### src/rtl/rfb_pkg.sv
// rfb_pkg: types, constants and arithmetic helpers of the radix-6 butterfly.
// Used by every module under rtl; no dependencies.
package rfb_pkg;

    localparam int InW  = 24;               // input field width
    localparam int OutW = 28;               // output field width
    localparam int W    = 32;               // internal half-unit datapath width
    localparam int KW   = 18;               // width of the signed sin(60) constant
    localparam int PW   = W + KW;           // product width
    localparam int RndSh = 17;              // Q1.17 fraction bits
    localparam int Lanes = 2;               // radix-3 groups per item

    localparam logic signed [KW-1:0] Sin60Q17 = 18'sd113512;
    localparam logic signed [PW-1:0] RndHalf  = 50'sd65536;

    typedef enum logic {
        DIR_FWD = 1'b0,
        DIR_INV = 1'b1
    } t_dir;

    typedef logic signed [W-1:0] t_val;

    typedef struct packed {
        t_val re;
        t_val im;
    } t_cpx;

    // [0] = a, [1] = b, [2] = c of one radix-3 group
    typedef t_cpx [2:0] t_grp;
    // two radix-3 groups side by side
    typedef t_grp [Lanes-1:0] t_pair;

    typedef struct packed {
        logic vld;
        t_dir dir;
    } t_side;

    typedef struct packed {
        logic signed [InW-1:0] in0_re;
        logic signed [InW-1:0] in0_im;
        logic signed [InW-1:0] in1_re;
        logic signed [InW-1:0] in1_im;
        logic signed [InW-1:0] in2_re;
        logic signed [InW-1:0] in2_im;
        logic signed [InW-1:0] in3_re;
        logic signed [InW-1:0] in3_im;
        logic signed [InW-1:0] in4_re;
        logic signed [InW-1:0] in4_im;
        logic signed [InW-1:0] in5_re;
        logic signed [InW-1:0] in5_im;
    } t_in_item;

    typedef struct packed {
        logic signed [OutW-1:0] out0_re;
        logic signed [OutW-1:0] out0_im;
        logic signed [OutW-1:0] out1_re;
        logic signed [OutW-1:0] out1_im;
        logic signed [OutW-1:0] out2_re;
        logic signed [OutW-1:0] out2_im;
        logic signed [OutW-1:0] out3_re;
        logic signed [OutW-1:0] out3_im;
        logic signed [OutW-1:0] out4_re;
        logic signed [OutW-1:0] out4_im;
        logic signed [OutW-1:0] out5_re;
        logic signed [OutW-1:0] out5_im;
    } t_out_item;

    // integer to half units
    function automatic t_val to_half(logic signed [InW-1:0] x);
        t_val v;
        v = t_val'(x);
        return v <<< 1;
    endfunction

    function automatic t_cpx cadd(t_cpx a, t_cpx b);
        t_cpx r;
        r.re = a.re + b.re;
        r.im = a.im + b.im;
        return r;
    endfunction

    function automatic t_cpx csub(t_cpx a, t_cpx b);
        t_cpx r;
        r.re = a.re - b.re;
        r.im = a.im - b.im;
        return r;
    endfunction

    // round product to nearest half unit, ties toward plus infinity
    function automatic t_val mul_round(logic signed [PW-1:0] p);
        logic signed [PW-1:0] r;
        r = (p + RndHalf) >>> RndSh;
        return r[W-1:0];
    endfunction

    // half units to nearest integer, ties toward plus infinity
    function automatic logic signed [OutW-1:0] round_out(t_val y);
        t_val h;
        h = (y + t_val'(1)) >>> 1;
        return h[OutW-1:0];
    endfunction

endpackage

### src/rtl/rfb_post.sv
// rfb_post: output-side radix-2 step (forward) or slot mapping (inverse),
// final rounding and the output register. Depends on rfb_pkg.
module rfb_post (
    input  logic               i_clk,
    input  logic               i_rst_n,
    input  rfb_pkg::t_side     i_side,
    input  rfb_pkg::t_pair     i_pair,
    output logic               o_done,
    output rfb_pkg::t_out_item o_result
);

    rfb_pkg::t_cpx      y [6];
    rfb_pkg::t_out_item n_result;
    logic               r_done;
    rfb_pkg::t_out_item r_result;

    always_comb begin
        case (i_side.dir)
            rfb_pkg::DIR_INV: begin
                y[0] = i_pair[0][0];
                y[2] = i_pair[0][1];
                y[4] = i_pair[0][2];
                y[3] = i_pair[1][0];
                y[5] = i_pair[1][1];
                y[1] = i_pair[1][2];
            end
            default: begin
                y[0] = rfb_pkg::cadd(i_pair[0][0], i_pair[1][0]);
                y[1] = rfb_pkg::csub(i_pair[0][0], i_pair[1][0]);
                y[4] = rfb_pkg::cadd(i_pair[0][2], i_pair[1][2]);
                y[5] = rfb_pkg::csub(i_pair[0][2], i_pair[1][2]);
                y[3] = rfb_pkg::cadd(i_pair[0][1], i_pair[1][1]);
                y[2] = rfb_pkg::csub(i_pair[0][1], i_pair[1][1]);
            end
        endcase
    end

    always_comb begin
        n_result.out0_re = rfb_pkg::round_out(y[0].re);
        n_result.out0_im = rfb_pkg::round_out(y[0].im);
        n_result.out1_re = rfb_pkg::round_out(y[1].re);
        n_result.out1_im = rfb_pkg::round_out(y[1].im);
        n_result.out2_re = rfb_pkg::round_out(y[2].re);
        n_result.out2_im = rfb_pkg::round_out(y[2].im);
        n_result.out3_re = rfb_pkg::round_out(y[3].re);
        n_result.out3_im = rfb_pkg::round_out(y[3].im);
        n_result.out4_re = rfb_pkg::round_out(y[4].re);
        n_result.out4_im = rfb_pkg::round_out(y[4].im);
        n_result.out5_re = rfb_pkg::round_out(y[5].re);
        n_result.out5_im = rfb_pkg::round_out(y[5].im);
    end

    always_ff @(posedge i_clk) begin
        if (!i_rst_n) begin
            r_done <= 1'b0;
        end else begin
            r_done <= i_side.vld;
        end
        r_result <= n_result;
    end

    assign o_done   = r_done;
    assign o_result = r_result;

endmodule

### config.mk
export PLATFORM = sky130hd
export DESIGN_NAME = rfb_post
export DESIGN_NICKNAME = d
export VERILOG_FILES = /design/src/rtl/rfb_pkg.sv /design/src/rtl/rfb_post.sv
export SDC_FILE = /design/constraint.sdc
export NUM_CORES = 1
export LEC_CHECK = 0
export BUFFER_PORTS_ARGS = -buffer_cell sky130_fd_sc_hd__buf_4
export CORE_AREA = 2 2 281 283
export CTS_BUF_LIST = sky130_fd_sc_hd__clkbuf_8 sky130_fd_sc_hd__clkbuf_16
export CTS_CLUSTER_SIZE = 8
export DETAILED_ROUTE_END_ITERATION = 10
export DIE_AREA = 0 0 283 285
export HOLD_SLACK_MARGIN = 0.12
export PLACE_DENSITY = 0.75
export SYNTH_ARGS = -nofsm -noshare
export SYNTH_HDL_FRONTEND = slang
export SYNTH_SLANG_ARGS = --single-unit
### constraint.sdc
create_clock -name i_clk -period 6.67 [get_ports i_clk]
set_clock_uncertainty 0.1 [all_clocks]
set_input_delay 1.334 -clock i_clk [delete_from_list [all_inputs] [get_ports i_clk]]
set_output_delay 1.334 -clock i_clk [all_outputs]
set_load 0.02 [all_outputs]
# Word level (Yosys, flattened, before mapping)
# Index checks and enable logic that the tools add are counted.
[op_classes]
muxes = 1
addsub = 24
[op_table]
columns = ["operator", "n"]
rows = [
  ["$mux 381", 1],
  ["$add 29x2->29 const B", 12],
  ["$sub 32x32->32", 6],
  ["$add 32x32->32", 5],
  ["$add 29x29->29", 1],
]
[word_totals]
register_bits = 337
in_bits = 388

# Logic depth before layout (Yosys ltp)
[depth]
depth_word = 3
ltp_mapped = 24
depth_no_buf = 15

# Worst setup path after synthesis
# No wires, ideal clock.
[synth_path]
path_type = "input to register"
from = "input i_side[0] (netlist name)"
to = "register r_result (netlist bit o_result[195])"
required_time_ps = 6441
t_arrival_ps = 6604
path_slack_ps = -163
stages = 22
setup_ps = 129
path_buffers = 11
cell_sequence = "clkinv_1 > buf_6 > buf_4 > buf_2 > buf_6 > buf_2 > buf_2 > buf_1 > buf_2 > clkbuf_1 > buf_2 > buf_2 > mux2i_1 > ha_1 > inv_1 > nor2_1 > nand4_2 > or3_4 > or4_4 > or4b_4 > nand4bb_1 > xnor3_1"
[synth_lines]
columns = ["element", "line", "rtl"]
rows = [
  ["from (decl)", "rfb_post.sv:6", "input rfb_pkg::t_side i_side,"],
  ["to (signal assigned)", "rfb_post.sv:59", "r_result <= n_result;"],
  ["to (decl)", "rfb_post.sv:15", "rfb_pkg::t_out_item r_result;"],
]

==> implementation parameters <==
Parameter                              Value

Critical path
  Crit path required time    7.10 ns
  Delay of the slowest critical-path stage    0.64 ns
  Type of element launching the critical path    input pin
  Most used cell along the critical path    sky130_fd_sc_hd__inv_1
  Largest driver fanout on the critical path    4
  CP Capture Type    flop
  Kind of cell adding the most delay to the critical path    compound AO/OA/AOI/OAI gates
  Critical-path top delay cell    sky130_fd_sc_hd__or4b_1
  Cell-by-cell listing of the critical path    buf_4, inv_1, ha_1, inv_1, fa_1, a211oi_1, nor2_1, o31ai_1, a21oi_1, o21ai_0, a2111oi_0, a221oi_1, nand3b_1, or4b_1, nor3_1, xnor2_1
  Number of buffers and inverters on the critical path    3
  Setup Crit Path Kind    input pin to flop
  Data arrival, critical path    5.76 ns

Floorplan
  Initial cell density of the core    0.483
  Std-Cell Rows    a little over 100
  Die ar.    roughly 81,000 um2
  Die outline height    285 um
  DIE WIDTH    283 um
  Number of I/O pins    slightly above 700
  Area inside the core boundary    78,000 um2

Clock tree
  Clock sinks    roughly 340
  Clock tree root buffer cell    sky130_fd_sc_hd__clkbuf_16
  Gates resized, CTS repair    0
  Number of buffers inserted to repair setup after CTS    0
  Clock buffer count from CTS    50
  CTS tree    built
  Hold Buf Count CTS    0
  Level count of the clock H-tree    2
  Worst-case clock buffer depth    3
  Clock-pin transition on the worst setup and hold timing paths    0.05 ns

Timing
  Worst hold margin    roughly 0.83 ns
  Final setup violating endpoints    0
  Measured slew at the worst slew-check pin    between 1 and 1.5 ns
  Post-route fraction of the period consumed by the critical path    0.800
  Number of max-slew violations in the final report    0
  Fin crit period    5.34 ns
  Final-layout setup total negative slack    0 ns
  RSZ-0062 raised after global routing    false
  Upper clock frequency limit    0.187 GHz
  Worst slew margin    0.312
  Hold Fails Final Rpt    0

Synth
  Post-synthesis cell count    ~5.1k
  FFs w/ async S/R, synth    0
  Synth unique cells    112
  Post-synthesis average cell area    7.40 um2
  Main area contributors after synthesis    sky130_fd_sc_hd__dfxtp_1 18%, sky130_fd_sc_hd__ha_1 12%, sky130_fd_sc_hd__xnor2_1 8.5%
  EDFF count, synth    0
  Number of flip-flops and latches in the synthesized netlist    337
  Area share of the largest cell type after synthesis    0.179
  Number of warnings printed during yosys synthesis    0
  Flip-flop cell with the highest count after synthesis    sky130_fd_sc_hd__dfxtp_1
  Summed instance area of the synthesized netlist    37,600 um2
  Cell accounting for the most synthesized area    sky130_fd_sc_hd__dfxtp_1
  Nets in the synthesized netlist    about 5.8k
  Sequential fraction of the synthesis area    0.179

Detailed routing
  Vias post-DR    40.4k
  Post-route ant nets    0
  Drt initial violations    2,645
  Detailed Routing Iterations Pass 1    8
  Vias per inst    roughly 6
  Drt total wl    151,000 um
  Remaining routing DRC violations    0
  Avg WL per Cell    between 20 and 25 um

Power
  Power per cell area    206 nW/um2
  Peak VDD IR    184 uV
  LEAKAGE    around 20 nW

Final layout
  Net count of the finished layout    6,382
  Filler Cells Inserted    between 7k and 8k
  Ratio of cells with drive above 1 in the final layout    0.161
  Cell area after layout    44,900 um2
  Growth of design area from synthesis to finish    19.4%

Place
  Total of buffers placed on input and output ports    688
  HPWL after detailed placement    122,000 um
  Area after detailed placement    roughly 43,000 um2
  Final Wtd Congestion    0.966

GRT
  Largest net degree at the start of global routing    between 150 and 200
  Fraction of met1 tracks used by global routing    0.391
  Met3 GRT Util    0.0579
  Most congested layer reported by global routing    met2
  Number of antenna violations at the first check in global routing    27
  Remaining global-route overflow    0
  Global-route total usage across every layer    0.356
  M2 GR Usage    0.664
  Via count of the first global-routing pass    39.6k
  Global-route wire length before repair    225,000 um

Min path
  Type of the tightest min-delay check    input pin to flop

Outcome
  Result of the run    complete, no violations

Flow run
  Max-cap check violation count    0
layout by cell type, fill, tap and decap left out, types with 78 or more instances in the layout:
master	Yosys	layout
sky130_fd_sc_hd__ha_1	348	348
sky130_fd_sc_hd__nand2_1	412	412
sky130_fd_sc_hd__dfxtp_1	337	337
sky130_fd_sc_hd__nor2b_1	78	78
sky130_fd_sc_hd__o21ai_0	278	278
sky130_fd_sc_hd__a21oi_1	375	375
sky130_fd_sc_hd__o31ai_1	83	83
sky130_fd_sc_hd__nor4_1	84	84
sky130_fd_sc_hd__mux2i_1	97	97
sky130_fd_sc_hd__xor2_1	157	157
sky130_fd_sc_hd__inv_1	361	368
sky130_fd_sc_hd__nand3_1	140	140
sky130_fd_sc_hd__buf_4	12	729
sky130_fd_sc_hd__xnor2_1	366	366
sky130_fd_sc_hd__nor3_1	164	164
sky130_fd_sc_hd__nor2_1	450	450
metal layers:
layer	share of wire	vias up	routed length [um]
met1	0.38	19100	57000
met5	0.00091	-	137
met2	0.51	1541	76600
met4	0.050	20	7560
met3	0.063	375	9550
li1	-	19400	-
path summary, 6_finish.rpt:
| path | start | to | cells after the start |
|---|---|---|---|
| max | i_pair[0] | o_result[251] | 16 |
| min | i_side[1] | o_done | 2 |
power by group:
part | leakage (nW) | internal, mW | switching, mW
logic | 15.9 | 1.68 | 2.61
registers | 2.84 | 2.35 | 0.171
clock network | 0.734 | 1.46 | 0.994
total | 19.5 | 5.49 | 3.77
flip-flops by register name, indices dropped and copies added (netlist names):
register  cells
o_done        1
o_result    336
per-stage QoR:
stage | power [mW] | std cells | util | worst slack (ns)
final | 9.26 | 6718 | 0.576 | 1.33
after global routing | 9.71 | 6712 | 0.576 | 0.895
after CTS | 9.24 | 6698 | 0.576 | 1.36
after detailed placement | 6.76 | 6632 | 0.557 | 0.751
after global placement | 6.73 | 6632 | 0.557 | 0.802
after floorplan | 5.22 | 5082 | - | 0.124
layout make-up:
class	instances	area, um2	area share
diodes	20	50.0	0.00111
clock buffers	56	1370	0.0304
clock inverters	10	66.3	0.00148
inverters	365	1380	0.0307
multi-input cells	4147	28500	0.633
flip-flops and latches	337	6750	0.150
well taps	1050	1310	0.0292
repair buffers	733	5550	0.123
cells by family after synthesis:
kind of cell               synth area share
muxes                                0.0306
DFF                                   0.179
and+or+nand+nor                       0.233
AOI/OAI and AO/OA                     0.248
xor gates and xnor gates              0.123
adders and majority gates             0.122
buffers and inverters                0.0642
cell usage after synthesis (27+ instances only):
cell and number:
sky130_fd_sc_hd__nor2_1 450, sky130_fd_sc_hd__nand2_1 412, sky130_fd_sc_hd__a21oi_1 375, sky130_fd_sc_hd__xnor2_1 366, sky130_fd_sc_hd__inv_1 361, sky130_fd_sc_hd__ha_1 348, sky130_fd_sc_hd__dfxtp_1 337, sky130_fd_sc_hd__o21ai_0 278
sky130_fd_sc_hd__nor3_1 164, sky130_fd_sc_hd__xor2_1 157, sky130_fd_sc_hd__nand3_1 140, sky130_fd_sc_hd__clkbuf_1 127, sky130_fd_sc_hd__mux2i_1 97, sky130_fd_sc_hd__nor4_1 84, sky130_fd_sc_hd__o31ai_1 83, sky130_fd_sc_hd__nor2b_1 78
sky130_fd_sc_hd__nand2b_1 76, sky130_fd_sc_hd__a21o_1 72, sky130_fd_sc_hd__nand4_1 70, sky130_fd_sc_hd__buf_2 69, sky130_fd_sc_hd__a211oi_1 61, sky130_fd_sc_hd__o21bai_1 57, sky130_fd_sc_hd__a31oi_1 55, sky130_fd_sc_hd__o211ai_1 49
sky130_fd_sc_hd__o21a_1 49, sky130_fd_sc_hd__or3_1 39, sky130_fd_sc_hd__and3_1 35, sky130_fd_sc_hd__or2_2 34, sky130_fd_sc_hd__and2_1 30, sky130_fd_sc_hd__o31a_1 29, sky130_fd_sc_hd__a221oi_1 27
Note: power is estimated with default switching activity, not from simulation.
