`config.mk`:
```
export PLATFORM = sky130hd
export DESIGN_NAME = rfb_radix3
export DESIGN_NICKNAME = d
export VERILOG_FILES = /design/src/rtl/rfb_pkg.sv /design/src/rtl/rfb_radix3.sv
export SDC_FILE = /design/constraint.sdc
export NUM_CORES = 2
export LEC_CHECK = 0
export ABC_AREA = 1
export ABC_CLOCK_PERIOD_IN_PS = 6700
export BUFFER_PORTS_ARGS = -buffer_cell sky130_fd_sc_hd__clkbuf_2
export CORE_UTILIZATION = 36
export DETAILED_ROUTE_END_ITERATION = 7
export PLACE_DENSITY = 0.62
export RECOVER_POWER = 50
export SLEW_MARGIN = 15
export SYNTH_ARGS = -nofsm -noshare
export SYNTH_HDL_FRONTEND = slang
export SYNTH_SLANG_ARGS = --single-unit
export TNS_END_PERCENT = 5
```
`constraint.sdc`:
```
create_clock -name i_clk -period 6.7 [get_ports i_clk]
set_input_delay 1.005 -clock i_clk [delete_from_list [all_inputs] [get_ports i_clk]]
set_output_delay 1.005 -clock i_clk [all_outputs]
set_load 0.02 [all_outputs]
```
`src/rtl/rfb_pkg.sv`:
```
// rfb_pkg: types, constants and arithmetic helpers of the radix-6 butterfly.
// Used by every module under rtl; no dependencies.
package rfb_pkg;

    localparam int InW  = 24;               // input field width
    localparam int OutW = 28;               // output field width
    localparam int W    = 32;               // internal half-unit datapath width
    localparam int KW   = 18;               // width of the signed sin(60) constant
    localparam int PW   = W + KW;           // product width
    localparam int RndSh = 17;              // Q1.17 fraction bits
    localparam int Lanes = 2;               // radix-3 groups per item

    localparam logic signed [KW-1:0] Sin60Q17 = 18'sd113512;
    localparam logic signed [PW-1:0] RndHalf  = 50'sd65536;

    typedef enum logic {
        DIR_FWD = 1'b0,
        DIR_INV = 1'b1
    } t_dir;

    typedef logic signed [W-1:0] t_val;

    typedef struct packed {
        t_val re;
        t_val im;
    } t_cpx;

    // [0] = a, [1] = b, [2] = c of one radix-3 group
    typedef t_cpx [2:0] t_grp;
    // two radix-3 groups side by side
    typedef t_grp [Lanes-1:0] t_pair;

    typedef struct packed {
        logic vld;
        t_dir dir;
    } t_side;

    typedef struct packed {
        logic signed [InW-1:0] in0_re;
        logic signed [InW-1:0] in0_im;
        logic signed [InW-1:0] in1_re;
        logic signed [InW-1:0] in1_im;
        logic signed [InW-1:0] in2_re;
        logic signed [InW-1:0] in2_im;
        logic signed [InW-1:0] in3_re;
        logic signed [InW-1:0] in3_im;
        logic signed [InW-1:0] in4_re;
        logic signed [InW-1:0] in4_im;
        logic signed [InW-1:0] in5_re;
        logic signed [InW-1:0] in5_im;
    } t_in_item;

    typedef struct packed {
        logic signed [OutW-1:0] out0_re;
        logic signed [OutW-1:0] out0_im;
        logic signed [OutW-1:0] out1_re;
        logic signed [OutW-1:0] out1_im;
        logic signed [OutW-1:0] out2_re;
        logic signed [OutW-1:0] out2_im;
        logic signed [OutW-1:0] out3_re;
        logic signed [OutW-1:0] out3_im;
        logic signed [OutW-1:0] out4_re;
        logic signed [OutW-1:0] out4_im;
        logic signed [OutW-1:0] out5_re;
        logic signed [OutW-1:0] out5_im;
    } t_out_item;

    // integer to half units
    function automatic t_val to_half(logic signed [InW-1:0] x);
        t_val v;
        v = t_val'(x);
        return v <<< 1;
    endfunction

    function automatic t_cpx cadd(t_cpx a, t_cpx b);
        t_cpx r;
        r.re = a.re + b.re;
        r.im = a.im + b.im;
        return r;
    endfunction

    function automatic t_cpx csub(t_cpx a, t_cpx b);
        t_cpx r;
        r.re = a.re - b.re;
        r.im = a.im - b.im;
        return r;
    endfunction

    // round product to nearest half unit, ties toward plus infinity
    function automatic t_val mul_round(logic signed [PW-1:0] p);
        logic signed [PW-1:0] r;
        r = (p + RndHalf) >>> RndSh;
        return r[W-1:0];
    endfunction

    // half units to nearest integer, ties toward plus infinity
    function automatic logic signed [OutW-1:0] round_out(t_val y);
        t_val h;
        h = (y + t_val'(1)) >>> 1;
        return h[OutW-1:0];
    endfunction

endpackage

```
`src/rtl/rfb_radix3.sv`:
```
// rfb_radix3: two lanes of the twiddle-free radix-3 step in three stages:
// sum/difference, sin(60) product, rounding and combine. Depends on rfb_pkg.
module rfb_radix3 (
    input  logic           i_clk,
    input  logic           i_rst_n,
    input  rfb_pkg::t_side i_side,
    input  rfb_pkg::t_pair i_pair,
    output rfb_pkg::t_side o_side,
    output rfb_pkg::t_pair o_pair
);

    rfb_pkg::t_cpx n1_t [rfb_pkg::Lanes];
    rfb_pkg::t_cpx n1_m [rfb_pkg::Lanes];
    rfb_pkg::t_cpx n1_d [rfb_pkg::Lanes];
    rfb_pkg::t_pair n3_pair;

    rfb_pkg::t_side r1_side;
    rfb_pkg::t_side r2_side;
    rfb_pkg::t_side r3_side;
    rfb_pkg::t_cpx  r1_t [rfb_pkg::Lanes];
    rfb_pkg::t_cpx  r1_m [rfb_pkg::Lanes];
    rfb_pkg::t_cpx  r1_d [rfb_pkg::Lanes];
    rfb_pkg::t_cpx  r2_t [rfb_pkg::Lanes];
    rfb_pkg::t_cpx  r2_m [rfb_pkg::Lanes];
    logic signed [rfb_pkg::PW-1:0] r2_pr [rfb_pkg::Lanes];
    logic signed [rfb_pkg::PW-1:0] r2_pi [rfb_pkg::Lanes];
    rfb_pkg::t_pair r3_pair;

    // stage 1: t = a+b+c, m = t - 1.5*(b+c) = a - (b+c)/2, d = b-c
    always_comb begin
        rfb_pkg::t_cpx sum;
        for (int l = 0; l < rfb_pkg::Lanes; l++) begin
            sum        = rfb_pkg::cadd(i_pair[l][1], i_pair[l][2]);
            n1_d[l]    = rfb_pkg::csub(i_pair[l][1], i_pair[l][2]);
            n1_t[l]    = rfb_pkg::cadd(i_pair[l][0], sum);
            n1_m[l].re = i_pair[l][0].re - (sum.re >>> 1);
            n1_m[l].im = i_pair[l][0].im - (sum.im >>> 1);
        end
    end

    // stage 3: r1 = m + s*(-j)d, r2 = m - s*(-j)d
    always_comb begin
        rfb_pkg::t_val sr;
        rfb_pkg::t_val si;
        for (int l = 0; l < rfb_pkg::Lanes; l++) begin
            sr = rfb_pkg::mul_round(r2_pr[l]);
            si = rfb_pkg::mul_round(r2_pi[l]);
            n3_pair[l][0]    = r2_t[l];
            n3_pair[l][1].re = r2_m[l].re + si;
            n3_pair[l][1].im = r2_m[l].im - sr;
            n3_pair[l][2].re = r2_m[l].re - si;
            n3_pair[l][2].im = r2_m[l].im + sr;
        end
    end

    always_ff @(posedge i_clk) begin
        if (!i_rst_n) begin
            r1_side.vld <= 1'b0;
            r1_side.dir <= rfb_pkg::DIR_FWD;
            r2_side.vld <= 1'b0;
            r2_side.dir <= rfb_pkg::DIR_FWD;
            r3_side.vld <= 1'b0;
            r3_side.dir <= rfb_pkg::DIR_FWD;
        end else begin
            r1_side <= i_side;
            r2_side <= r1_side;
            r3_side <= r2_side;
        end
        for (int l = 0; l < rfb_pkg::Lanes; l++) begin
            r1_t[l]  <= n1_t[l];
            r1_m[l]  <= n1_m[l];
            r1_d[l]  <= n1_d[l];
            r2_t[l]  <= r1_t[l];
            r2_m[l]  <= r1_m[l];
            r2_pr[l] <= r1_d[l].re * rfb_pkg::Sin60Q17;
            r2_pi[l] <= r1_d[l].im * rfb_pkg::Sin60Q17;
        end
        r3_pair <= n3_pair;
    end

    assign o_side = r3_side;
    assign o_pair = r3_pair;

endmodule

```
==> Yosys cells after proc, flatten, opt, wreduce, memory -nomap -nowiden <==
Memories as Yosys holds them, arrays and structs flattened. A register that Yosys moved wholly into a read port is not among the register bits.
Index checks and enable logic that the tools add are counted.
{ "totals": {"output_inout_bits": 386, "elab_cells": 53, "in_bits": 388, "n_memories": 7, "ff_bits": 262, "ramBits": 828} }
{ "classes": {"addsub": 28, "n_mul": 4} }
{ "mem_list": {"columns": ["memory", "words", "word_bits", "read_ports", "rd_ports_with_merged_regs", "write_ports", "line_no", "text"], "rows": [
  ["r1_d", 2, 64, 2, 0, 2, "rfb_radix3.sv:22", "rfb_pkg::t_cpx r1_d [rfb_pkg::Lanes];"],
  ["r1_m", 2, 64, 2, 0, 2, "rfb_radix3.sv:21", "rfb_pkg::t_cpx r1_m [rfb_pkg::Lanes];"],
  ["r1_t", 2, 64, 2, 0, 2, "rfb_radix3.sv:20", "rfb_pkg::t_cpx r1_t [rfb_pkg::Lanes];"],
  ["r2_m", 2, 64, 2, 0, 2, "rfb_radix3.sv:24", "rfb_pkg::t_cpx r2_m [rfb_pkg::Lanes];"],
  ["r2_t", 2, 64, 2, 2, 2, "rfb_radix3.sv:23", "rfb_pkg::t_cpx r2_t [rfb_pkg::Lanes];"],
  ["r2_pi", 2, 47, 2, 0, 2, "rfb_radix3.sv:26", "logic signed [rfb_pkg::PW-1:0] r2_pi [rfb_pkg::Lanes];"],
  ["+1 memories", null, null, null, null, null, null, null]
]} }
{ "op_table": {"columns": ["operator", "n"], "rows": [
  ["adder 32 bit", 12],
  ["subtractor 32 bit", 8],
  ["adder 49 x 18 -> 49 bit, second input constant", 4],
  ["multiplier 32 x 15 -> 47 bit, second input constant", 4],
  ["subtractor 32 x 31 -> 32 bit", 4]
]} }

==> Longest topological paths before layout <==
An unclocked memory read counts as a cell.
{ "logic_depth": {"depth_word": 3, "mapped_depth": 28, "mapped_depth_nobuf": 27} }

==> Worst setup path after synthesis <==
No wires, ideal clock.
{ "synth_timing": {"path_kind": "reg2reg", "from": "memory r1_d[0][63] (netlist bit)", "to": "memory r2_pr[0][43] (netlist bit)", "t_required_ps": 6587, "synth_period_minus_slack_ps": 5052, "n_path_buf": 0, "setup_time_ps": 113, "path_stages_with_launch": 20, "setup_slack_ps": 1648, "arrival_time_ps": 4939, "path_cell_list": "dfxtp_1 ha_1 inv_1 fa_1 fa_1 fa_1 fa_1 inv_1 fa_1 inv_1 ha_1 nand2_1 nor2_1 inv_1 nor2_1 inv_1 nor4_1 nand4_1 nand4_1 nand2_1"} }
{ "synth_rtl": {"columns": ["item", "line_no", "text"], "rows": [
  ["start, declared", "rfb_radix3.sv:22", null],
  ["end, declared", "rfb_radix3.sv:25", "logic signed [rfb_pkg::PW-1:0] r2_pr [rfb_pkg::Lanes];"]
]} }

==> summary.md <==
| Metric | Value |
|---|---|
| Outcome | complete, but fails checks |
| Failing checks | DRC |
| Iter 0 DRT Violations | 7615 |
| Largest net degree at the start of global routing | 17 |
| Clock latency on the worst-skew pair | roughly 0.85 ns |
| Total of flip-flops plus latches after synthesis | 1158 |
| Number of hold-repair buffers added at the cts stage | 0 |
| Fraction of the yosys area taken by sequential cells | 20.7% |
| Worst flop-to-flop path endpoint | r2_pi[0][86] |
| Max frequency | 0.181 GHz |
| Final max-slew violation count | 0 |
| Number of top-level pins | just under 800 |
| Unrepaired setup endpoints after global routing | no |
| Number of post-CTS setup repair buffers | 0 |
| Critical Path Fanout Max | 13 |
| Vias in the first global route | 97.7k |
| Most common cell type on the critical path | inv_1 |
| Most common cell after layout, fill and taps aside | inv_1 |
| Area of the mapped netlist | 112000 um2 |
| Number of buffers inserted by port buffering | roughly 770 |
| Destination of the critical timing path | r2_pi[0][86] |
| Gr usage total | 24.6% |
| Count of flip-flops with a built-in enable after synthesis | 0 |
| Inst Count DP | slightly below 20k |
| Origin of the worst setup path | r1_d[0][95] |
| CP Launch Type | flop |
| Sinks on Clock Net | 1158 |
| Overall via count from detail_route | 98.4k |
| CTS-repair resized insts | 0 |
| Startpoint of the worst-slack reg-to-reg timing path | r1_d[0][95] |
| Reg clk slew, reported paths | 0.07 ns |
| Maximum single-stage delay on the critical path | 0.71 ns |
| Die area | between 300000 and 400000 um2 |
| Reported max-cap violation count | 0 |
| Register-to-Register Path Depth | 20 |
| Final worst path period need | between 5 and 6 ns |
| Share of Yosys cell area claimed by the top area cell type | 20.7% |
| Number of H-tree levels | 4 |
| Final-report hold violation count | 0 |
| Cell family with most CP delay | adder cells |
| Worst path depth | 20 |
| Post-synthesis async set-or-reset flop share | 0% |
| Multiplexer share of the synthesized area | 0% |
| Ordered list of cells on the worst path | ha_1 -> inv_1 -> fa_1 -> inv_1 -> fa_1 -> inv_1 -> fa_1 -> inv_1 -> fa_1 -> inv_1 -> fa_1 -> inv_1 -> ha_1 -> nand2_1 -> nor2_1 -> nand2_1 -> nor2_1 -> nand4_1 -> nand3_1 -> xor2_1 |
| Global-route wire length before repair | 592000 um |
| CP required | approximately 7.5 ns |
| Std-Cell Core Area | 309000 um2 |
| Final Non-Filler Cells | 19.6k |
| Relative area change from synthesis to final layout | 11.6% |
| Dominant combinational cell family by area after synthesis | adder cells |
| Total of warnings raised by yosys | 0 |
| Synthesized-area fraction occupied by xor and xnor cells | 6.67% |
| Row Count | 204 |
| Kind of path behind the tightest hold check | reg -> reg |
| Initial antenna violation count | 27 |
| Number of clock buffers inserted by TritonCTS | 146 |
| Clock tree root buffer cell | clkbuf_16 |
| Slowest stage cell, crit path | dfxtp_1 |
| Predominant post-synthesis flop cell | dfxtp_1 |
| Worst slew margin relative to its limit | approximately a third |
| Setup TNS | 0 ns |
| Type of destination of the critical path | flop |
| Number of vias per cell | 5.02 |
| Per-cell routed wire length | 20.1 um |
| Global-route congestion overflow total | 0 |
| Mapped Cells | 14.6k |
| Critical hold path startpoint | r1_m[0][47] |
| Buffer depth of the longest clock path | 4 |
| Largest cells by area after synthesis | dfxtp_1 21%, fa_1 17%, ha_1 15% |
| Synth Area per Inst | around 7.7 um2 |
| Most used cells in the layout excluding fill and tap cells | 2757 x inv_1, 2642 x nand2_1, 1354 x ha_1, 1266 x nor2_1, 1181 x a21oi_1 |
| Flop2flop setup slack | 1.18 ns |
| DR DRC count | approximately 160 |
| Number of distinct standard cells referenced by the synthesized netlist | 58 |
| Number of iterations in the first detailed-routing pass | 8 |
| Die span in y | 559 um |
| Arrival time worst endpoint | 6.27 ns |
| Post-detailed-routing wire length | roughly 400000 um |
| Combined buffer and inverter count along the critical path | 6 |
| Syn Nets | 17.3k |
| Share of post-route cells with drive strength above 1 | 5.40% |
| Setup clock skew after layout | 0.0630 ns |
| Area fraction in and, or, nand and nor cells after synthesis | 18.5% |
| Effective utilization at floorplan | 36.2% |
| Final setup violation count | 0 |
| Final period utilization | between 80% and 90% |
| Number of nets with antenna violations after routing | 0 |
| Width of the die | 559 um |
| Total number of nets in the final design | 18.1k |
| Half-perimeter wire length after detailed placement | 346000 um |
| Post-synthesis adder-cell area fraction | 32.4% |
| Slew at the pin closest to its max-slew limit | ~1 ns |
| Most area-hungry cell type in the Yosys netlist | dfxtp_1 |
| Routability congestion estimate | 1.01 |
| CTS tree | yes |
| Worst Setup Path Type | reg -> reg |
| Post-synthesis compound-gate area fraction | 11.8% |
[how the worst min path moves through the flow]
stage                              to  slack, ns  cells after the start
after floorplan             o_pair[0]       0.31                      0
after global placement     o_pair[12]       0.31                      0
after detailed placement  o_pair[192]       0.31                      0
after CTS                 r2_m[0][47]       0.27                      0
after global routing      r2_m[0][47]       0.28                      0
final                     r2_m[0][47]       0.28                      0
[synth_stat cells, drive strengths merged (84+ instances only)]
| cell | n |
|---|---|
| fa | 966 |
| nand2 | 2647 |
| nor3 | 207 |
| o21ai | 675 |
| ha | 1354 |
| xor2 | 731 |
| a21oi | 1186 |
| a21o | 118 |
| nand3 | 611 |
| dfxtp | 1158 |
| o21a | 96 |
| o21bai | 128 |
| buf | 84 |
| nand4 | 125 |
| xnor2 | 120 |
| nor2 | 1283 |
| inv | 2763 |
[metrics by stage]
| step | worst slack [ns] | area [um2] | util (%) | hold WS [ns] |
|---|---|---|---|---|
| finish | 1.18 | 125000 | 40.4 | 0.275 |
| floorplan | 1.65 | 112000 | - | 0.310 |
| global placement | 1.20 | 120000 | 38.9 | 0.310 |
| CTS | 1.20 | 125000 | 40.5 | 0.267 |
| global route | 0.837 | 125000 | 40.4 | 0.284 |
| detailed placement | 1.22 | 120000 | 38.9 | 0.312 |
[area by class of cell]
class                      instances  area, um2
clock buffer                     180       4030
antenna                           14       35.0
multi-input combinational      10530      77500
clock inverter                    81        956
tap                             4120       5150
timing repair buffer             775       3560
inverter                        2763      10400
sequential                      1158      23200
fill                           32356     184000
[worst reg2reg max path, stage by stage, from the launching register on]
cell and delay (ns):
dfxtp_1 0.71, ha_1 0.29, inv_1 0.10, fa_1 0.55, inv_1 0.06, fa_1 0.53, inv_1 0.05, fa_1 0.48
inv_1 0.05, fa_1 0.47, inv_1 0.05, fa_1 0.48, inv_1 0.05, ha_1 0.36, nand2_1 0.12, nor2_1 0.20
nand2_1 0.12, nor2_1 0.23, nand4_1 0.22, nand3_1 0.19, xor2_1 0.14
[flip-flops by register name, indices dropped and copies added, names as in the netlist]
register and count:
o_pair 380, o_side 2, r1_d 128, r1_m 128, r1_side 2, r1_t 128, r2_m 128, r2_pi 66
r2_pr 66, r2_side 2, r2_t 128
[layer usage]
layer | share of wire (%) | track usage [%] | vias to the layer above
met5 | 0.0089 | 0 | -
met4 | 4.4 | 9.42 | 6
met3 | 6.3 | 3.31 | 560
met2 | 44 | 39.1 | 3116
met1 | 46 | 33.9 | 46818
li1 | - | - | 47900
[cell families after synthesis]
kind of cell               after synthesis
AOI/OAI and AO/OA                     2365
xor gates and xnor gates               851
adders and majority gates             2320
buffers and inverters                 2920
DFF                                   1158
and+or+nand+nor                       4994
Power is not shown: default switching activity piles up to over one toggle a cycle in this logic, so the estimate is an artifact.
