**config.mk**
```make
export PLATFORM = sky130hd
export DESIGN_NAME = rfb_pre
export DESIGN_NICKNAME = d
export VERILOG_FILES = /design/src/rtl/rfb_pkg.sv /design/src/rtl/rfb_pre.sv
export SDC_FILE = /design/constraint.sdc
export NUM_CORES = 1
export LEC_CHECK = 0
export CAP_MARGIN = 20
export CORE_AREA = 2 2 265 267
export CTS_CLUSTER_DIAMETER = 100
export DETAILED_ROUTE_END_ITERATION = 8
export DIE_AREA = 0 0 267 269
export DONT_BUFFER_PORTS = 1
export PLACE_DENSITY_LB_ADDON = 0.1
export REMOVE_ABC_BUFFERS = 1
export SETUP_SLACK_MARGIN = 0.15
export SLEW_MARGIN = 10
export SYNTH_ARGS = -nofsm -noshare
export SYNTH_HDL_FRONTEND = slang
export SYNTH_SLANG_ARGS = --single-unit
```
**constraint.sdc**
```tcl
create_clock -name i_clk -period 3.8 [get_ports i_clk]
set_input_delay 0.19 -clock i_clk [delete_from_list [all_inputs] [get_ports i_clk]]
set_output_delay 0.19 -clock i_clk [all_outputs]
set_load 0.05 [all_outputs]
```
**src/rtl/rfb_pkg.sv**
```systemverilog
// rfb_pkg: types, constants and arithmetic helpers of the radix-6 butterfly.
// Used by every module under rtl; no dependencies.
package rfb_pkg;

    localparam int InW  = 24;               // input field width
    localparam int OutW = 28;               // output field width
    localparam int W    = 32;               // internal half-unit datapath width
    localparam int KW   = 18;               // width of the signed sin(60) constant
    localparam int PW   = W + KW;           // product width
    localparam int RndSh = 17;              // Q1.17 fraction bits
    localparam int Lanes = 2;               // radix-3 groups per item

    localparam logic signed [KW-1:0] Sin60Q17 = 18'sd113512;
    localparam logic signed [PW-1:0] RndHalf  = 50'sd65536;

    typedef enum logic {
        DIR_FWD = 1'b0,
        DIR_INV = 1'b1
    } t_dir;

    typedef logic signed [W-1:0] t_val;

    typedef struct packed {
        t_val re;
        t_val im;
    } t_cpx;

    // [0] = a, [1] = b, [2] = c of one radix-3 group
    typedef t_cpx [2:0] t_grp;
    // two radix-3 groups side by side
    typedef t_grp [Lanes-1:0] t_pair;

    typedef struct packed {
        logic vld;
        t_dir dir;
    } t_side;

    typedef struct packed {
        logic signed [InW-1:0] in0_re;
        logic signed [InW-1:0] in0_im;
        logic signed [InW-1:0] in1_re;
        logic signed [InW-1:0] in1_im;
        logic signed [InW-1:0] in2_re;
        logic signed [InW-1:0] in2_im;
        logic signed [InW-1:0] in3_re;
        logic signed [InW-1:0] in3_im;
        logic signed [InW-1:0] in4_re;
        logic signed [InW-1:0] in4_im;
        logic signed [InW-1:0] in5_re;
        logic signed [InW-1:0] in5_im;
    } t_in_item;

    typedef struct packed {
        logic signed [OutW-1:0] out0_re;
        logic signed [OutW-1:0] out0_im;
        logic signed [OutW-1:0] out1_re;
        logic signed [OutW-1:0] out1_im;
        logic signed [OutW-1:0] out2_re;
        logic signed [OutW-1:0] out2_im;
        logic signed [OutW-1:0] out3_re;
        logic signed [OutW-1:0] out3_im;
        logic signed [OutW-1:0] out4_re;
        logic signed [OutW-1:0] out4_im;
        logic signed [OutW-1:0] out5_re;
        logic signed [OutW-1:0] out5_im;
    } t_out_item;

    // integer to half units
    function automatic t_val to_half(logic signed [InW-1:0] x);
        t_val v;
        v = t_val'(x);
        return v <<< 1;
    endfunction

    function automatic t_cpx cadd(t_cpx a, t_cpx b);
        t_cpx r;
        r.re = a.re + b.re;
        r.im = a.im + b.im;
        return r;
    endfunction

    function automatic t_cpx csub(t_cpx a, t_cpx b);
        t_cpx r;
        r.re = a.re - b.re;
        r.im = a.im - b.im;
        return r;
    endfunction

    // round product to nearest half unit, ties toward plus infinity
    function automatic t_val mul_round(logic signed [PW-1:0] p);
        logic signed [PW-1:0] r;
        r = (p + RndHalf) >>> RndSh;
        return r[W-1:0];
    endfunction

    // half units to nearest integer, ties toward plus infinity
    function automatic logic signed [OutW-1:0] round_out(t_val y);
        t_val h;
        h = (y + t_val'(1)) >>> 1;
        return h[OutW-1:0];
    endfunction

endpackage

```
**src/rtl/rfb_pre.sv**
```systemverilog
// rfb_pre: conversion to half units and the input-side radix-2 step (inverse)
// or point regrouping (forward). Depends on rfb_pkg.
module rfb_pre (
    input  logic              i_clk,
    input  logic              i_rst_n,
    input  rfb_pkg::t_side    i_side,
    input  rfb_pkg::t_in_item i_item,
    output rfb_pkg::t_side    o_side,
    output rfb_pkg::t_pair    o_pair
);

    rfb_pkg::t_cpx  x [6];
    rfb_pkg::t_pair n_pair;
    rfb_pkg::t_side r_side;
    rfb_pkg::t_pair r_pair;

    always_comb begin
        x[0].re = rfb_pkg::to_half(i_item.in0_re);
        x[0].im = rfb_pkg::to_half(i_item.in0_im);
        x[1].re = rfb_pkg::to_half(i_item.in1_re);
        x[1].im = rfb_pkg::to_half(i_item.in1_im);
        x[2].re = rfb_pkg::to_half(i_item.in2_re);
        x[2].im = rfb_pkg::to_half(i_item.in2_im);
        x[3].re = rfb_pkg::to_half(i_item.in3_re);
        x[3].im = rfb_pkg::to_half(i_item.in3_im);
        x[4].re = rfb_pkg::to_half(i_item.in4_re);
        x[4].im = rfb_pkg::to_half(i_item.in4_im);
        x[5].re = rfb_pkg::to_half(i_item.in5_re);
        x[5].im = rfb_pkg::to_half(i_item.in5_im);
    end

    always_comb begin
        case (i_side.dir)
            rfb_pkg::DIR_INV: begin
                // sums feed one radix-3, differences the other
                n_pair[0][0] = rfb_pkg::cadd(x[0], x[1]);
                n_pair[0][1] = rfb_pkg::cadd(x[3], x[2]);
                n_pair[0][2] = rfb_pkg::cadd(x[4], x[5]);
                n_pair[1][0] = rfb_pkg::csub(x[0], x[1]);
                n_pair[1][1] = rfb_pkg::csub(x[3], x[2]);
                n_pair[1][2] = rfb_pkg::csub(x[4], x[5]);
            end
            default: begin
                n_pair[0][0] = x[0];
                n_pair[0][1] = x[4];
                n_pair[0][2] = x[2];
                n_pair[1][0] = x[3];
                n_pair[1][1] = x[1];
                n_pair[1][2] = x[5];
            end
        endcase
    end

    always_ff @(posedge i_clk) begin
        if (!i_rst_n) begin
            r_side.vld <= 1'b0;
            r_side.dir <= rfb_pkg::DIR_FWD;
        end else begin
            r_side <= i_side;
        end
        r_pair <= n_pair;
    end

    assign o_side = r_side;
    assign o_pair = r_pair;

endmodule

```
-- Word level (Yosys, flattened, before mapping)
Index checks and enable logic that the tools add are counted.
- bits in registers: 386
- output and inout port bits: 386
- logic and storage cells: 39
- add/sub/neg operators: 12
- muxes and demuxes: 1
- operators with widths (cell ; number):
    $mux W384 ; 1
    $add A25 B25 Y26 ; 6
    $sub A25 B25 Y26 ; 6

-- Logic depth before layout (Yosys ltp)
Gate-level depths: netlist of run 1.
- depth in word-level cells: 2
- gate-level depth with buffers: 12
- depth with buffers taken out: 12

-- Worst setup path before layout of run 1
Ideal clock, no wire load.
- path type: input to register
- from: in i_item[96] (netlist bit)
- to: reg r_pair, in the netlist o_pair[94]
- setup time: 74 ps
- arrival time: 2624 ps
- data required time: 3726 ps
- setup slack: 1102 ps
- stages: 11
- cells stage by stage: ha_1 > fa_1 > nor2b_2 > o311ai_4 > a211oi_2 > a221oi_2 > a211oi_1 > nor3_2 > o31ai_1 > a2111o_1 > a31oi_1
- longest elaborated chain between the ends: 2
- ends and longest elaborated chain (item ; RTL line ; text):
    from (decl) ; rfb_pre.sv:7 ; input rfb_pkg::t_in_item i_item,
    $add A25 B25 Y26 ; rfb_pkg.sv:78 ; r.im = a.im + b.im;
    $mux W384 ; rfb_pre.sv:33 ; case (i_side.dir)
    to (signal assigned) ; rfb_pre.sv:61 ; r_pair <= n_pair;
    to (decl) ; rfb_pre.sv:15 ; rfb_pkg::t_pair r_pair;
No other way between the ends.
A chain may end at the register's enable or synchronous reset.

==> results by group, run 1 <==
Synthesis
  • Yosys top cell by area: dfxtp_1
  • Synth area leaders: dfxtp_1 (25%), ha_1 (15%), a21oi_1 (6.8%)
  • YS warnings: 0
  • Syn Area/Cell: between 7 and 8 um2
  • Most frequent cell after synthesis: nor2_1
  • Most used DFF post-synth: dfxtp_1
  • Cells after Synth: between 3000 and 4000
  • Most instantiated cells after synthesis: nor2_1 (333), a21oi_1 (332), dfxtp_1 (302), ha_1 (288), inv_1 (273)
  • Synth async-reset ratio: 0%
  • Post-synth EDFFs: 0
  • Synth top area share: between 20% and 30%
  • Synth cell types: 90
  • Synthesis-stage register bit count: between 300 and 400
  • Post-Syn Area: between 0.02 and 0.025 mm2
  • Seq/Total Area, Yosys: about a quarter

Global routing
  • Initial antenna violation count: 1
  • First-pass GRT wire length: 146 mm
  • Vias in the first global route: around 24000
  • Largest net degree at the start of global routing: 309
  • GRT Total Usage: 26.4%
  • Global route total overflow: 0

STA
  • Final setup TNS: 0 ns
  • Fin crit period: about 3.5 ns
  • Setup-failing EPs final: 0
  • Relative slew slack: between 30% and 40%
  • Unrepaired setup endpoints after global routing: no
  • Slew Limit Fails: 0
  • Fin crit share: 92.6%
  • Tightest Pin Transition: 0.993 ns
  • Max Freq: about 280 MHz
  • Final hold vios: 0

Clock network
  • Sink Count: between 300 and 400
  • CTS Buf Count: 41
  • CTS tree: built
  • Root buffer cell: clkbuf_16
  • Clk slew on worst S/H paths: 0.06 ns
  • H-tree lvl count: 2
  • Deepest clock path buffer count: 3

Worst setup path
  • Setup CP Type: input port to flip-flop
  • Startpoint class of the critical path: input port
  • Crit path from: i_item[0]
  • Critical path data arrival time: 4.04 ns
  • Critical path data required time: between 4 and 5 ns
  • Crit path capture type: flip-flop
  • Maximum fanout along the worst path: 5

Floorplan
  • Die Height: ~270 um
  • Initial Utilization: a little over a third
  • Core area: about 0.069 mm2
  • Die area: 0.0718 mm2
  • Num rows: 97
  • Die W: around 270 um
  • Io pins: about 680

Routing
  • Wire length per cell: ~22 um
  • Detail Route Antenna Nets: 0
  • Initial detailed-routing violation count: 1453
  • Total number of vias: approximately 24000
  • First-pass iteration count of the detailed router: 7
  • Total wire length: just under 100 mm
  • DR DRC count: 0
  • Via-to-Cell Ratio: about 5.4

Min path
  • Hold Path Stages: 3
  • Worst min path class: input port to flip-flop
  • Hold path startpoint: i_item[118]
  • Hold Path End: o_pair[279]

Finish
  • Fraction of layout cells with a size suffix above 1: 5.70%
  • Area delta synth->final: 30.4%
  • Antenna Cells: 0
  • Nets: 4088

Run status
  • Status: completed

Place
  • DP HPWL: approximately 70 mm
  • Port Buf Inserts: 0
  • Final GP Congestion: 0.909

Pwr
  • Peak VDD IR: 363 uV
  • PwrDens: between 400 and 500 mW/mm2
  • Pleak: approximately 14 nW
  • Pwr Total: between 10 and 15 mW

Run
  • Max Cap Viol: 0
layout make-up:
| cell class | instances | area, um2 |
|---|---|---|
| fillers | 6819 | 37600 |
| multi-input cells | 2282 | 16000 |
| flip-flops and latches | 302 | 6090 |
| repair buffers | 588 | 5870 |
| well taps | 940 | 1180 |
| clock buffers | 53 | 1150 |
| inverters | 281 | 1060 |
| clock inverters | 23 | 313 |
power breakdown:
group / internal [mW] / switching [mW]
clock network: 2.63 / 1.65
registers: 3.65 / 2.31
logic: 1.85 / 2.01
total: 8.12 / 5.97
through the flow:
step,area (um2),instances,hold WS [ns],utilization [%],setup slack (ns)
2_1_floorplan,23000,2865,0.280,-,1.09
3_3_place_gp,24400,3820,0.312,35.2,0.449
3_5_place_dp,24400,3820,0.310,35.2,0.490
4_1_cts,31600,4467,0.000765,45.6,0.178
5_1_grt,31700,4469,0.0353,45.7,0.157
6_report,31700,4469,0.0412,45.7,0.281
registers in the layout, summed over array words and instances (netlist names):
register / count
o_pair: 300
o_side: 2
worst max-delay path: stages:
cell and delay, ns:
dlygate4sd3_1 0.57, ha_1 0.25, fa_1 0.44, nor2b_1 0.14, o21ai_1 0.09, a21boi_0 0.24, o21ai_1 0.15, a211oi_1 0.37
buf_4 0.21, a41o_1 0.33, a31oi_1 0.20, xor2_1 0.18, mux2i_1 0.14, dlygate4sd3_1 0.55
worst max path at each step:
stage	end	slack (ns)	cells after the start
6_report	o_pair[343]	0.28	14
3_5_place_dp	o_pair[119]	0.49	12
2_1_floorplan	o_pair[121]	1.09	0
3_3_place_gp	o_pair[119]	0.45	12
5_1_grt	o_pair[24]	0.16	12
4_1_cts	o_pair[215]	0.18	13
cells by family (layout without fill, tap and decap cells):
family                   after synthesis  count (layout)  synth area share, %
AO/OA/AOI/OAI                        863             863                 22.6
XOR/XNOR                             215             215                 7.75
adder cells (fa/ha/maj)              300             300                 15.8
buffers and inverters                524             945                 9.60
flip-flops                           302             302                 24.9
multiplexers                          81              81                 3.56
other                                  1              12               0.0154
AND/OR/NAND/NOR                      811             811                 15.7
cell usage in the layout (no fill, tap or decap), drive strengths merged, types with 53 or more instances in the layout:
master | Yosys | routed
clkbuf | 117 | 53
dlygate4sd3 | 0 | 569
o21ai | 164 | 164
inv | 278 | 279
ha | 288 | 288
a21oi | 338 | 338
nand2 | 141 | 141
nor3 | 77 | 77
nor2 | 334 | 334
nand3 | 55 | 55
xnor2 | 186 | 186
dfxtp | 302 | 302
timing repair:
| action | CTS | global route |
|---|---|---|
| gates resized for setup | 0 | 11 |
| setup endpoints to repair | 0 | 11 |
| hold endpoints to repair | 300 | 0 |
| buffers inserted | 0 | 2 |
| hold buffers | 571 | 0 |
layer usage:
layer	track usage [%]	part of all wire [%]	vias to the layer above
met2	48.0	50	794
met5	0	0	-
met1	29.9	39	11500
li1	-	-	11400
met4	9.58	3.7	0
met3	6.09	7.2	178
Power figures use the tool's default switching activity.
==> run 2, diff against run 1 <==
--- a/config.mk
+++ b/config.mk
@@ -5,11 +5,12 @@
 export SDC_FILE = /design/constraint.sdc
 export NUM_CORES = 1
 export LEC_CHECK = 0
+export ABC_AREA = 1
 export CAP_MARGIN = 20
-export CORE_AREA = 2 2 265 267
+export CORE_AREA = 2 2 264 266
 export CTS_CLUSTER_DIAMETER = 100
 export DETAILED_ROUTE_END_ITERATION = 8
-export DIE_AREA = 0 0 267 269
+export DIE_AREA = 0 0 266 268
 export DONT_BUFFER_PORTS = 1
 export PLACE_DENSITY_LB_ADDON = 0.1
 export REMOVE_ABC_BUFFERS = 1
==> run 2 against run 1 <==
  * Synthesized area rose by 25%
  * Die area decreased by 0.74%
  * Worst setup slack improved by 0.71 ns
  * Power increased by 0.54%
  * Highest routed layer is now met5
==> results by group, run 2 <==
Worst setup path
  • Setup CP Type: input port to flip-flop
  • Critical path data required time: 4.28 ns (-0.04 ns)
  • Crit path capture type: flip-flop
  • Startpoint class of the critical path: input port
  • Crit path from: i_item[192]
  • Maximum fanout along the worst path: 4 (-1)
  • Critical path data arrival time: 3.29 ns (-0.75 ns)

Synthesis
  • Syn Area/Cell: 5.65 um2 (-28%)
  • Synthesis-stage register bit count: 302 (unchanged)
  • Cells after Synth: 5390 (+74%)
  • Synth top area share: 23.8% (-1.1 points)
  • Synth cell types: 37 (-59%)
  • Most instantiated cells after synthesis: nand2_1 (1929), inv_1 (950), nor2_1 (482), nand3_1 (403), dfxtp_1 (302)
  • Most used DFF post-synth: dfxtp_1
  • Most frequent cell after synthesis: nand2_1
  • Synth area leaders: nand2_1 (24%), dfxtp_1 (20%), ha_1 (12%)
  • Yosys top cell by area: nand2_1
  • YS warnings: 0 (unchanged)
  • Post-synth EDFFs: 0 (unchanged)
  • Synth async-reset ratio: 0% (unchanged)
  • Post-Syn Area: 0.0305 mm2 (+25%)
  • Seq/Total Area, Yosys: 19.8% (-5.1 points)

Clock network
  • H-tree lvl count: 2 (unchanged)
  • CTS Buf Count: 40 (-2.4%)
  • Root buffer cell: clkbuf_16
  • Deepest clock path buffer count: 3 (unchanged)
  • Clk slew on worst S/H paths: 0.06 ns (about the same)
  • CTS tree: built
  • CTS resizes: 0 (unchanged)
  • Sink Count: 302 (unchanged)

Floorplan
  • Num rows: 96 (-1.0%)
  • Core area: 0.0682 mm2 (-1.6%)
  • Die Height: 268 um (-0.37%)
  • Io pins: 678 (unchanged)
  • Initial Utilization: 44.7% (+9.6 points)
  • Die W: 266 um (-0.37%)
  • Die area: 0.0713 mm2 (-0.74%)

Finish
  • Most common cell after layout, fill and taps aside: nand2_1
  • Most frequent cells in the layout: nand2_1 (1929), inv_1 (949), nor2_1 (482), nand3_1 (403), dlygate4sd3_1 (388)
  • Sequential Area: 0.00609 mm2 (unchanged)
  • Max reg flops: 300 (unchanged)
  • Fraction of layout cells with a size suffix above 1: 2.18% (-3.5 points)
  • Area occupied by multi-input gates: 0.0194 mm2 (+21%)
  • Area delta synth->final: 16.6%
  • Nets: 6166 (+51%)
  • Fillers: 7349 (+7.8%)
  • Final core utilization: 52.1% (+6.4 points)

Pwr
  • PwrDens: 399 mW/mm2 (-10%)
  • Switch share: 47.0% (+4.6 points)
  • Pleak: 19.6 nW (+42%)
  • Combinational power share: 30.7% (+3.3 points)
  • Net Switching: 6.65 mW (+11%)
  • Reg power frac: 40.1% (-2.2 points)
  • Power share of the clock group: 29.2% (-1.2 points)
  • Peak VDD IR: 459 uV (+26%)
  • Int Pwr: 7.51 mW (-7.5%)

Place
  • Port Buf Inserts: 0 (unchanged)
  • Final GP Congestion: 1.00 (+10%)
  • DP HPWL: 111 mm (+59%)
  • DP Worst Slack: 1.52 ns (+1.03 ns)

STA
  • Unrepaired setup endpoints after global routing: no
  • Fin crit period: 2.81 ns (-0.706 ns)
  • Final Worst Setup Slack: 0.987 ns (+0.706 ns)
  • Relative slew slack: 24.2% (-9.9 points)
  • Setup-failing EPs final: 0 (unchanged)
  • Max Freq: 355 MHz (+25%)
  • Tightest Pin Transition: 1.13 ns (+0.140 ns)
  • Slew Limit Fails: 0 (unchanged)
  • Fin crit share: 74.0% (-19 points)
  • Final hold vios: 0 (unchanged)

Global routing
  • First-pass GRT wire length: 205 mm (+41%)
  • Initial antenna violation count: 4 (+3)
  • Vias in the first global route: 32700 (+34%)
  • Global route total overflow: 0 (unchanged)
  • Largest net degree at the start of global routing: 213 (-31%)
  • GRT Total Usage: 38.3% (+12 points)

Routing
  • DR DRC count: 0 (unchanged)
  • First-pass iteration count of the detailed router: 9 (+2)
  • Detail Route Antenna Nets: 0 (unchanged)
  • Total number of vias: 34400 (+44%)
  • Total wire length: 142 mm (+43%)
  • Initial detailed-routing violation count: 3170 (+120%)
  • Wire length per cell: 21.8 um (-1.6%)
  • Via-to-Cell Ratio: 5.30 (-1.1%)

Min path
  • Hold path startpoint: i_item[74]
  • Worst min path class: input port to flip-flop

Run status
  • Status: completed

Run
  • Max Cap Viol: 0 (unchanged)
[run 2: changes by cell type in the layout (fill, tap and decap cells not counted), moves of 64 or more]
| cell | change |
|---|---|
| nand3_1 | +349 |
| dlygate4sd3_1 | -181 |
| nor2_1 | +149 |
| o21ai_0 | +64 |
| xnor2_1 | -186 |
| nand2_1 | +1788 |
| inv_1 | +677 |
| nand4_1 | +75 |
| a21oi_1 | -140 |
[run 2: kinds of logic after synthesis]
family | share of synthesized area [%]
AOI/OAI and AO/OA | 9.14
xor gates and xnor gates | 1.32
adders and majority gates | 12.6
buffers and inverters | 16.7
DFF | 19.8
other | 0.0123
and+or+nand+nor | 40.4
[run 2: path summary, 6_finish.rpt]
| kind | end | cells after the start |
|---|---|---|
| max | o_pair[215] | 14 |
| min | o_pair[355] | 3 |
[run 2: power by group through the flow]
| stage | sequential, mW | combinational, mW | clock (mW) |
|---|---|---|---|
| after CTS | 5.68 | 4.24 | 4.16 |
| after global routing | 5.72 | 4.77 | 4.29 |
| final | 5.69 | 4.34 | 4.14 |
| after detailed placement | 5.74 | 3.71 | 0 |
| after floorplan | 5.58 | 2.60 | 0 |
| after global placement | 5.75 | 3.72 | 0 |
[run 2: worst max-delay path, cell delays in order]
cell and delay, ns:
dlygate4sd3_1 0.58, ha_1 0.30, fa_1 0.41, inv_1 0.14, nand3_1 0.08, nand3_1 0.20, nand2_1 0.08, nand2_1 0.17
nand2_1 0.13, nand3_1 0.10, nand2_1 0.05, nand3_1 0.16, nand2_1 0.10, dlygate4sd3_1 0.58
[run 2: repair_timing]
action	4_1_cts	5_1_grt
hold endpoints to repair	300	0
hold buffers	389	0
setup buffers	0	0
[run 2: cell type report]
class	count	share of cell area, %
flip-flops and latches	302	17.1
multi-input cells	3881	54.5
clock inverters	16	0.528
diodes	2	0.0141
inverters	956	10.1
repair buffers	393	11.1
clock buffers	56	3.42
well taps	882	3.11
[run 2: routing by layer]
layer  GRT usage, %  part of all wire, %  vias up
met5              0                0.019        -
met4           18.7                  5.5        4
met3           8.69                  8.8      296
met2           65.9                   47     1545
met1           45.0                   39    15600
li1               -                    -    16900
[run 2: stage by stage]
step	setup TNS [ns]	power [mW]	std cells	hold WS, ns	instance area [um2]
6_report	0	14.2	6488	0.0374	35500
5_1_grt	0	14.8	6487	0.0324	35500
4_1_cts	0	14.1	6486	0.00141	35500
3_5_place_dp	0	9.45	6025	0.291	30200
3_3_place_gp	0	9.47	6025	0.284	30200
2_1_floorplan	-10.32	8.18	5139	0.276	29000
